[config.mk]
export PLATFORM = sky130hd
export DESIGN_NAME = dma_rx_ring_publish_and_read_core
export DESIGN_NICKNAME = d
export VERILOG_FILES = /design/src/rtl/core/drrp_pkg.sv /design/src/rtl/core/drrp_fifo.sv /design/src/rtl/core/drrp_front.sv /design/src/rtl/core/drrp_back.sv /design/src/rtl/core/dma_rx_ring_publish_and_read_core.sv
export SDC_FILE = /design/constraint.sdc
export NUM_CORES = 1
export LEC_CHECK = 0
export ABC_CLOCK_PERIOD_IN_PS = 9220
export BUFFER_PORTS_ARGS = -buffer_cell sky130_fd_sc_hd__buf_2
export CAP_MARGIN = 10
export CORE_ASPECT_RATIO = 2
export CORE_MARGIN = 5
export CORE_UTILIZATION = 33
export DETAILED_ROUTE_END_ITERATION = 12
export MAX_ROUTING_LAYER = met4
export PLACE_DENSITY = 0.52
export SLEW_MARGIN = 20
export SYNTH_ARGS = -nofsm -noshare
export SYNTH_HDL_FRONTEND = slang
export SYNTH_SLANG_ARGS = --single-unit
[constraint.sdc]
create_clock -name clk -period 9.22 [get_ports clk]
set_input_delay 0.461 -clock clk [delete_from_list [all_inputs] [get_ports clk]]
set_output_delay 0.461 -clock clk [all_outputs]
set_load 0.01 [all_outputs]
[src/rtl/core/drrp_pkg.sv]
// drrp_pkg: shared types, command codes and widths for the DMA receive ring core.
// No dependencies; used by drrp_front, drrp_back and the top level.
package drrp_pkg;

    localparam int HALF_SIZE_DEF = 32;   // bytes per DMA half
    localparam int Q_DEPTH       = 2;    // depth of the op queue and the result queue

    localparam int CMD_W  = 2;
    localparam int POS_W  = 6;
    localparam int BYTE_W = 8;
    localparam int CNT_W  = 7;

    localparam logic [CMD_W-1:0] CMD_WRITE   = 2'd0;
    localparam logic [CMD_W-1:0] CMD_PUBLISH = 2'd1;
    localparam logic [CMD_W-1:0] CMD_READ    = 2'd2;

    // op handed from the front to the back
    typedef struct packed {
        logic [CMD_W-1:0]  kind;
        logic [POS_W-1:0]  pos;     // write index or new end
        logic [BYTE_W-1:0] data;
        logic [CNT_W-1:0]  count;
    } op_t;

    // one result word
    typedef struct packed {
        logic [BYTE_W-1:0] data_byte;
        logic              data_valid;
        logic              last;
        logic              status;
    } result_t;

endpackage

[src/rtl/core/drrp_fifo.sv]
// drrp_fifo: small register FIFO used for the op queue and the result queue.
// Depends on nothing; widths come in as parameters.
module drrp_fifo #(
    parameter int DEPTH  = 2,
    parameter int DATA_W = 8
) (
    input  logic              clk,
    input  logic              rst_n,
    input  logic              wr_en,
    input  logic [DATA_W-1:0] wr_data,
    output logic              full,
    input  logic              rd_en,
    output logic [DATA_W-1:0] rd_data,
    output logic              empty
);

    localparam int PTR_W = (DEPTH > 1) ? $clog2(DEPTH) : 1;
    localparam int CNT_W = $clog2(DEPTH + 1);

    logic [DATA_W-1:0] mem_reg [DEPTH];
    logic [PTR_W-1:0]  wp_reg, wp_next, rp_reg, rp_next;
    logic [CNT_W-1:0]  cnt_reg, cnt_next;
    logic              do_wr, do_rd;

    assign full    = (cnt_reg == CNT_W'(DEPTH));
    assign empty   = (cnt_reg == '0);
    assign rd_data = mem_reg[rp_reg];
    assign do_wr   = wr_en && !full;
    assign do_rd   = rd_en && !empty;

    always_comb
    begin
        wp_next  = wp_reg;
        rp_next  = rp_reg;
        cnt_next = cnt_reg;
        if (do_wr)
        begin
            wp_next = (wp_reg == PTR_W'(DEPTH - 1)) ? '0 : wp_reg + 1'b1;
        end
        if (do_rd)
        begin
            rp_next = (rp_reg == PTR_W'(DEPTH - 1)) ? '0 : rp_reg + 1'b1;
        end
        if (do_wr && !do_rd)
        begin
            cnt_next = cnt_reg + 1'b1;
        end
        else if (do_rd && !do_wr)
        begin
            cnt_next = cnt_reg - 1'b1;
        end
    end

    always_ff @(posedge clk or negedge rst_n)
    begin
        if (!rst_n)
        begin
            wp_reg  <= '0;
            rp_reg  <= '0;
            cnt_reg <= '0;
        end
        else
        begin
            wp_reg  <= wp_next;
            rp_reg  <= rp_next;
            cnt_reg <= cnt_next;
        end
    end

    always_ff @(posedge clk)
    begin
        if (do_wr)
        begin
            mem_reg[wp_reg] <= wr_data;
        end
    end

endmodule

[src/rtl/core/drrp_front.sv]
// drrp_front: accepts input words, drops the ones with no effect, queues the rest.
// Depends on drrp_pkg and drrp_fifo.
module drrp_front #(
    parameter int HALF_SIZE = drrp_pkg::HALF_SIZE_DEF
) (
    input  logic                        clk,
    input  logic                        rst_n,
    input  logic                        push,
    output logic                        full,
    input  logic [drrp_pkg::CMD_W-1:0]  command,
    input  logic [drrp_pkg::POS_W-1:0]  write_index,
    input  logic [drrp_pkg::BYTE_W-1:0] write_byte,
    input  logic [drrp_pkg::POS_W-1:0]  new_end,
    input  logic [drrp_pkg::CNT_W-1:0]  read_count,
    output logic                        op_valid,
    output drrp_pkg::op_t               op,
    input  logic                        op_pop
);

    localparam logic [drrp_pkg::POS_W:0] RING = (drrp_pkg::POS_W + 1)'(2 * HALF_SIZE);

    drrp_pkg::op_t op_in;
    logic          keep;
    logic          q_full, q_empty;

    // out-of-ring writes/publishes and unknown commands are swallowed here
    always_comb
    begin
        op_in.kind  = command;
        op_in.pos   = (command == drrp_pkg::CMD_WRITE) ? write_index : new_end;
        op_in.data  = write_byte;
        op_in.count = read_count;
        case (command)
            drrp_pkg::CMD_WRITE:   keep = ({1'b0, write_index} < RING);
            drrp_pkg::CMD_PUBLISH: keep = ({1'b0, new_end} < RING);
            drrp_pkg::CMD_READ:    keep = 1'b1;
            default:               keep = 1'b0;
        endcase
    end

    drrp_fifo #(
        .DEPTH  (drrp_pkg::Q_DEPTH),
        .DATA_W ($bits(drrp_pkg::op_t))
    ) u_opq (
        .clk     (clk),
        .rst_n   (rst_n),
        .wr_en   (push && keep),
        .wr_data (op_in),
        .full    (q_full),
        .rd_en   (op_pop),
        .rd_data (op),
        .empty   (q_empty)
    );

    assign full     = q_full;
    assign op_valid = !q_empty;

endmodule

[src/rtl/core/drrp_back.sv]
// drrp_back: ring storage, end/read positions, publish table and read sequencer.
// Depends on drrp_pkg.
module drrp_back #(
    parameter int HALF_SIZE = drrp_pkg::HALF_SIZE_DEF
) (
    input  logic           clk,
    input  logic           rst_n,
    input  logic           op_valid,
    input  drrp_pkg::op_t  op,
    output logic           op_pop,
    input  logic           res_full,
    output logic           res_push,
    output drrp_pkg::result_t res
);

    localparam int RING = 2 * HALF_SIZE;
    localparam int PW   = $clog2(RING);
    localparam int CW   = drrp_pkg::CNT_W;
    localparam logic [PW-1:0] HALF_P = PW'(HALF_SIZE);
    localparam logic [PW-1:0] LAST_P = PW'(RING - 1);
    localparam logic [PW:0]   RING_A = (PW + 1)'(RING);

    localparam logic [1:0] ST_IDLE    = 2'd0;
    localparam logic [1:0] ST_RD_ADDR = 2'd1;
    localparam logic [1:0] ST_RD_DATA = 2'd2;

    logic [1:0]    state_reg, state_next;
    logic [PW-1:0] rd_pos_reg, rd_pos_next;
    logic [PW-1:0] end_reg, end_next;
    logic          pend_reg, pend_next;
    logic [CW-1:0] remain_reg, remain_next;
    logic          short_reg, short_next;

    logic [drrp_pkg::BYTE_W-1:0] mem [RING];
    logic [RING-1:0]             wvld_reg;     // entry written since reset
    logic [drrp_pkg::BYTE_W-1:0] rd_data_reg;
    logic                        rd_vld_reg;
    logic                        mem_we;
    logic [PW-1:0]               op_pos;

    logic [PW-1:0] p_end, p_rd;
    logic          p_pub;
    logic [PW:0]   avail;
    logic [CW-1:0] avail_c, take;

    assign op_pos = op.pos[PW-1:0];

    // publish table
    always_comb
    begin
        p_end = end_reg;
        p_rd  = rd_pos_reg;
        p_pub = 1'b0;
        if (op_pos != end_reg)
        begin
            if (end_reg == '0)
            begin
                if (op_pos > HALF_P)
                begin
                    p_end = op_pos; p_rd = HALF_P; p_pub = 1'b1;
                end
                else if (rd_pos_reg == '0)
                begin
                    p_end = op_pos; p_pub = 1'b1;
                end
                else if (op_pos == HALF_P)
                begin
                    p_pub = (rd_pos_reg != HALF_P);
                    p_end = HALF_P; p_rd = '0;
                end
            end
            else if (end_reg < HALF_P)
            begin
                if (op_pos > HALF_P)
                begin
                    p_end = op_pos; p_rd = HALF_P; p_pub = 1'b1;
                end
                else if (op_pos >= end_reg)
                begin
                    p_end = op_pos; p_pub = 1'b1;
                end
            end
            else if (end_reg == HALF_P)
            begin
                if (op_pos < HALF_P && op_pos != '0)
                begin
                    p_end = op_pos; p_rd = '0; p_pub = 1'b1;
                end
                else if (rd_pos_reg == HALF_P)
                begin
                    p_end = op_pos; p_pub = 1'b1;
                end
                else if (op_pos == '0)
                begin
                    p_pub = (rd_pos_reg != '0);
                    p_end = '0; p_rd = HALF_P;
                end
            end
            else
            begin
                if (op_pos < end_reg && op_pos != '0)
                begin
                    if (op_pos <= HALF_P)
                    begin
                        p_end = op_pos; p_rd = '0; p_pub = 1'b1;
                    end
                end
                else
                begin
                    p_end = op_pos; p_pub = 1'b1;
                end
            end
        end
    end

    // bytes between read position and end, with wrap
    always_comb
    begin
        if (end_reg >= rd_pos_reg)
        begin
            avail = {1'b0, end_reg} - {1'b0, rd_pos_reg};
        end
        else
        begin
            avail = RING_A - {1'b0, rd_pos_reg} + {1'b0, end_reg};
        end
        avail_c = CW'(avail);
        take    = (avail_c < op.count) ? avail_c : op.count;
    end

    always_comb
    begin
        state_next  = state_reg;
        rd_pos_next = rd_pos_reg;
        end_next    = end_reg;
        pend_next   = pend_reg;
        remain_next = remain_reg;
        short_next  = short_reg;
        op_pop      = 1'b0;
        res_push    = 1'b0;
        mem_we      = 1'b0;
        res         = '0;
        case (state_reg)
            ST_IDLE:
            begin
                if (op_valid)
                begin
                    case (op.kind)
                        drrp_pkg::CMD_WRITE:
                        begin
                            mem_we = 1'b1;
                            op_pop = 1'b1;
                        end
                        drrp_pkg::CMD_PUBLISH:
                        begin
                            op_pop      = 1'b1;
                            end_next    = p_end;
                            rd_pos_next = p_rd;
                            pend_next   = pend_reg || p_pub;
                        end
                        drrp_pkg::CMD_READ:
                        begin
                            if (op.count == '0)
                            begin
                                res.last = 1'b1;
                                res_push = !res_full;
                                op_pop   = !res_full;
                            end
                            else if (!pend_reg || take == '0)
                            begin
                                // nothing to hand out: flag drops
                                res.last   = 1'b1;
                                res.status = 1'b1;
                                res_push   = !res_full;
                                op_pop     = !res_full;
                                if (!res_full)
                                begin
                                    pend_next = 1'b0;
                                end
                            end
                            else
                            begin
                                op_pop      = 1'b1;
                                pend_next   = (avail_c > take);
                                remain_next = take;
                                short_next  = (take < op.count);
                                state_next  = ST_RD_ADDR;
                            end
                        end
                        default:
                        begin
                            op_pop = 1'b1;
                        end
                    endcase
                end
            end
            ST_RD_ADDR:
            begin
                state_next = ST_RD_DATA;   // ring read in flight
            end
            ST_RD_DATA:
            begin
                res.data_byte  = rd_vld_reg ? rd_data_reg : '0;
                res.data_valid = 1'b1;
                res.last       = (remain_reg == CW'(1));
                res.status     = (remain_reg == CW'(1)) && short_reg;
                if (!res_full)
                begin
                    res_push    = 1'b1;
                    rd_pos_next = (rd_pos_reg == LAST_P) ? '0 : rd_pos_reg + 1'b1;
                    remain_next = remain_reg - 1'b1;
                    state_next  = (remain_reg == CW'(1)) ? ST_IDLE : ST_RD_ADDR;
                end
            end
            default:
            begin
                state_next = ST_IDLE;
            end
        endcase
    end

    always_ff @(posedge clk or negedge rst_n)
    begin
        if (!rst_n)
        begin
            state_reg  <= ST_IDLE;
            rd_pos_reg <= '0;
            end_reg    <= '0;
            pend_reg   <= 1'b0;
            remain_reg <= '0;
            short_reg  <= 1'b0;
            wvld_reg   <= '0;
        end
        else
        begin
            state_reg  <= state_next;
            rd_pos_reg <= rd_pos_next;
            end_reg    <= end_next;
            pend_reg   <= pend_next;
            remain_reg <= remain_next;
            short_reg  <= short_next;
            if (mem_we)
            begin
                wvld_reg[op_pos] <= 1'b1;
            end
        end
    end

    // ring storage: one write port, one registered read port
    always_ff @(posedge clk)
    begin
        if (mem_we)
        begin
            mem[op_pos] <= op.data;
        end
        rd_data_reg <= mem[rd_pos_reg];
        rd_vld_reg  <= wvld_reg[rd_pos_reg];
    end

endmodule

[src/rtl/core/dma_rx_ring_publish_and_read_core.sv]
// dma_rx_ring_publish_and_read_core: top level of the DMA receive ring core.
// Depends on drrp_pkg, drrp_fifo, drrp_front and drrp_back.
//
// Receive ring of 2*HALF_SIZE bytes filled by a DMA engine in two halves. Input
// words are queued by the front (push/full) into a two-entry op queue; the back
// executes them in order. A byte write or a publish runs from idle; a publish
// advances the stored end, may move the read position to drop overflowed data, and
// sets the pending flag when something new was published. A read is set up in
// idle, then each delivered byte passes an address and a data state (the ring's
// read port is registered), stalling while the result queue is full; a read
// returning only a status word is answered from idle. Results sit in a two-entry
// result queue (empty/pop), so the front keeps taking words while a result waits.
// Writes to indexes, and publishes of ends, at or past the ring size are dropped,
// as is command code 3. Ring bytes read before they were ever written read as zero.
module dma_rx_ring_publish_and_read_core #(
    parameter int HALF_SIZE = drrp_pkg::HALF_SIZE_DEF   // 2..32
) (
    input  logic                        clk,
    input  logic                        rst_n,
    input  logic                        push,
    output logic                        full,
    input  logic [drrp_pkg::CMD_W-1:0]  command,
    input  logic [drrp_pkg::POS_W-1:0]  write_index,
    input  logic [drrp_pkg::BYTE_W-1:0] write_byte,
    input  logic [drrp_pkg::POS_W-1:0]  new_end,
    input  logic [drrp_pkg::CNT_W-1:0]  read_count,
    output logic                        empty,
    input  logic                        pop,
    output logic [drrp_pkg::BYTE_W-1:0] data_byte,
    output logic                        data_valid,
    output logic                        last,
    output logic                        status
);

    logic              op_valid, op_pop;
    drrp_pkg::op_t     op;
    logic              res_full, res_push;
    drrp_pkg::result_t res, res_out;

    drrp_front #(
        .HALF_SIZE (HALF_SIZE)
    ) u_front (
        .clk         (clk),
        .rst_n       (rst_n),
        .push        (push),
        .full        (full),
        .command     (command),
        .write_index (write_index),
        .write_byte  (write_byte),
        .new_end     (new_end),
        .read_count  (read_count),
        .op_valid    (op_valid),
        .op          (op),
        .op_pop      (op_pop)
    );

    drrp_back #(
        .HALF_SIZE (HALF_SIZE)
    ) u_back (
        .clk      (clk),
        .rst_n    (rst_n),
        .op_valid (op_valid),
        .op       (op),
        .op_pop   (op_pop),
        .res_full (res_full),
        .res_push (res_push),
        .res      (res)
    );

    // result queue: decouples the read sequencer from the consumer
    drrp_fifo #(
        .DEPTH  (drrp_pkg::Q_DEPTH),
        .DATA_W ($bits(drrp_pkg::result_t))
    ) u_resq (
        .clk     (clk),
        .rst_n   (rst_n),
        .wr_en   (res_push),
        .wr_data (res),
        .full    (res_full),
        .rd_en   (pop),
        .rd_data (res_out),
        .empty   (empty)
    );

    assign data_byte  = res_out.data_byte;
    assign data_valid = res_out.data_valid;
    assign last       = res_out.last;
    assign status     = res_out.status;

    // back never drops a result or pulls from an empty op queue
    a_no_push_full: assert property (@(posedge clk) disable iff (!rst_n)
        res_push |-> !res_full)
        else $error("result pushed into full queue");

    a_no_pop_empty: assert property (@(posedge clk) disable iff (!rst_n)
        op_pop |-> op_valid)
        else $error("op popped from empty queue");

    // short status only ever rides on the closing word
    a_status_last: assert property (@(posedge clk) disable iff (!rst_n)
        (!empty && status) |-> last)
        else $error("status set on a word that is not last");

    // a word without data carries a zero byte and closes the read
    a_nodata_word: assert property (@(posedge clk) disable iff (!rst_n)
        (!empty && !data_valid) |-> (data_byte == '0 && last))
        else $error("empty word carries data or is not last");

endmodule

==> out/results.ini <==
[outcome]
outcome = completed

[critical_path]
cpMaxStageDelayCell = o311ai_0
critPathMaxFanout = 38
path_buf_inv = 4
cp_cell_sequence = inv_2, buf_4, ha_1, o21ai_0, a21oi_1, o311ai_0, ha_1, nand2_1, o21ai_0, nor3_4, inv_1, a21oi_1, inv_1, ha_1, nor2b_1, o21a_1, o21ai_0, a21oi_1, nor3_1, nor4b_1, or3_1
arrival_ps = 6070
endpoint_kind = flop
crit_required_ps = 9700
slowest_delay_ps = 730
crit_family = compound AO/OA/AOI/OAI gates
startpoint_type = flop
worstSetupPathType = flop to flop

[timing]
setup_viol = 0
rsz0062_at_grt = false
fin_crit_sh_pct = 60.58
slew-limit-headroom_pct = 25.53
timing.final.ws_setup_ps = 3635
fmax_ghz = 0.1791
hold_ws_ps = 45.53
worst_pin_slew_ps = 1113
period_needed_ps = 5585
finalClockSkew_ps = 20.78
drv_slew = 0
finalHoldViolCount = 0
fin_tns_setup_ps = 0

[logic_synthesis]
synth-edff-count = 580
syn-cell-area_sq_mm = 0.02804
yosysWarnings = 0
synthFlopType = edfxtp_1
ys_seq_area_share_pct = 71.22
async_reset_ff_share_pct = 13.89
syn_inst = 1474
syn_avg_cell_area_sq_um = 19.03
syn-num-nets = 1547
ys_types = 68
ys_seq_elements = 684

[global_routing]
grtUsageTotal_pct = 15.92
antenna_found_initial = 1
grt_pass1_wl_microns = 104400
grt_max_degree = 65
grt_pass1_vias = 14896
gr-total-overflow = 0

[finish]
area_delta_synth_final_pct = 12.23
fin_util_pct = 37.27
nets = 1614
drive_gt1_share_pct = 28.90
largest_reg_flops = 512

[floorplanning]
start_util_pct = 33.21
chipHeight_microns = 422.3
die_area_sq_mm = 0.09127
core-area_sq_mm = 0.08445
rows = 151
ios = 46
die_w_microns = 216.1

[power]
powerDensity_mw_per_mm2 = 303.7
seqPwrFrac_pct = 42.4
combPwrFrac_pct = 30.7
swShare_pct = 32.50
p_leak_nw = 10.53
p_sw_mw = 3.106
p_total_mw = 9.559
p_int_mw = 6.453
clkPwrFrac_pct = 26.9
vdd_drop_max_mv = 0.1777

[routing]
vias = 13793
drcViolationCount = 0
viasPerCell = 5.185
routed_wl_microns = 71190
wl_per_cell_microns = 26.76
drtAntennaViolNets = 0
firstDrtPassIters = 7
drtIter0Drc = 1023

[placement]
dp_hpwl_microns = 48020
io_buffers = 45
routabilityCongestion = 0.8520
pre_cts_ws_ps = 3568

[min_path]
hold_path_class = input pin to flop

[clocking]
cts_tree = built
cts_resized = 0
h-tree-depth = 2
clk_latency_ps = 620
clock_path_buffers = 3
clock_sinks = 684
ctsRootBufferMaster = clkbuf_16
cts_inserted_buffers = 56
clk_pin_slew_ps = 70

[flow_run]
drv_cap = 0

## path summary, 6_finish.rpt
| check | start | endpoint | slack (ps) | depth (start not counted) |
|---|---|---|---|---|
| max | u_back.rd_pos_reg[3] | u_back.pend_reg | 3630 | 21 |
| min in group asynchronous | rst_n | u_back.wvld_reg[48] | 420 | 2 |
| min | write_byte[7] | u_front.u_opq.mem_reg[0][14] | 50 | 1 |
| min reg2reg | u_back.wvld_reg[2] | u_back.wvld_reg[2] | 470 | 1 |
| max reg2reg | u_back.rd_pos_reg[3] | u_back.pend_reg | 3630 | 21 |
| max in group asynchronous | rst_n | u_back.rd_pos_reg[1] | 7450 | 3 |
## Yosys cell counts, types with 16 or more instances
library cell	count	share of area [%]
mux2_2	28	1.1
a21oi_1	25	0.45
clkbuf_1	26	0.35
nor2_1	106	1.4
dfrtp_1	95	8.5
ha_1	39	1.7
mux2i_1	16	0.57
or2_2	66	1.5
mux4_2	189	15
o21ai_0	30	0.54
edfxtp_1	580	62
inv_1	36	0.48
nand2_1	46	0.62
## metrics by stage
| stage | cells | cell area, sq um |
|---|---|---|
| final | 2660 | 31480 |
| after global routing | 2660 | 31480 |
| after CTS | 2659 | 31470 |
| after detailed placement | 2553 | 29500 |
| after global placement | 2553 | 29500 |
| after floorplan | 1474 | 28040 |
## area by class of cell
class                           instances  area [sq um]
Tap cell                             1071          1340
Sequential cell                       684         19980
Clock buffer                           80          1613
Fill cell                            7680         52980
Antenna cell                            1         2.502
Timing Repair Buffer                   65         380.4
Inverter                               36         135.1
Multi-Input combinational cell        698          7671
Clock inverter                         25         350.3
## layer usage
metal | vias up | GRT usage, % | routed length, microns
met3 | 117 | 1.440 | 2086
li1 | 6018 | - | -
met4 | 0 | 5.930 | 2862
met1 | 7352 | 16.05 | 24040
met2 | 306 | 31.38 | 42200
met5 | - | - | 0
## cell families after synthesis
logic type | after synthesis | share of synthesized area, %
muxes | 234 | 16.92
xor gates and xnor gates | 13 | 0.4060
and+or+nand+nor | 306 | 5.595
AOI/OAI and AO/OA | 105 | 2.597
buffers and inverters | 92 | 1.446
adders and majority gates | 40 | 1.811
DFF | 684 | 71.22
## cell usage in the layout (no fill, tap or decap), drive strengths merged, types with 8 or more instances in the layout
master	Yosys	final
a21oi	26	26
nand3	10	10
mux2	28	28
ha	39	39
clkinv	0	12
nor2	106	106
dfxtp	9	9
edfxtp	580	580
inv	36	38
mux4	189	189
clkbuf	26	80
dfrtp	95	95
bufinv	0	8
nor3	17	17
or2	66	66
nand2	46	46
nand2b	11	11
buf	30	64
o21ai	31	31
and3	11	11
mux2i	17	17
## power groups by stage
stage	Sequential, mW	Clock (mW)	Combinational (mW)
global route	4.08	2.74	3.18
global placement	4.11	0	2.94
CTS	4.06	2.63	3.00
finish	4.05	2.57	2.94
floorplan	4.01	0	2.03
detailed placement	4.12	0	2.99
## what timing repair did
item | CTS | global route
hold buffers | 1 | 0
endpoints found under the setup margin | 0 | 0
endpoints found under the hold margin | 44 | 0
buffers inserted | 0 | 0
No activity file was read; power rests on OpenSTA's default activity.
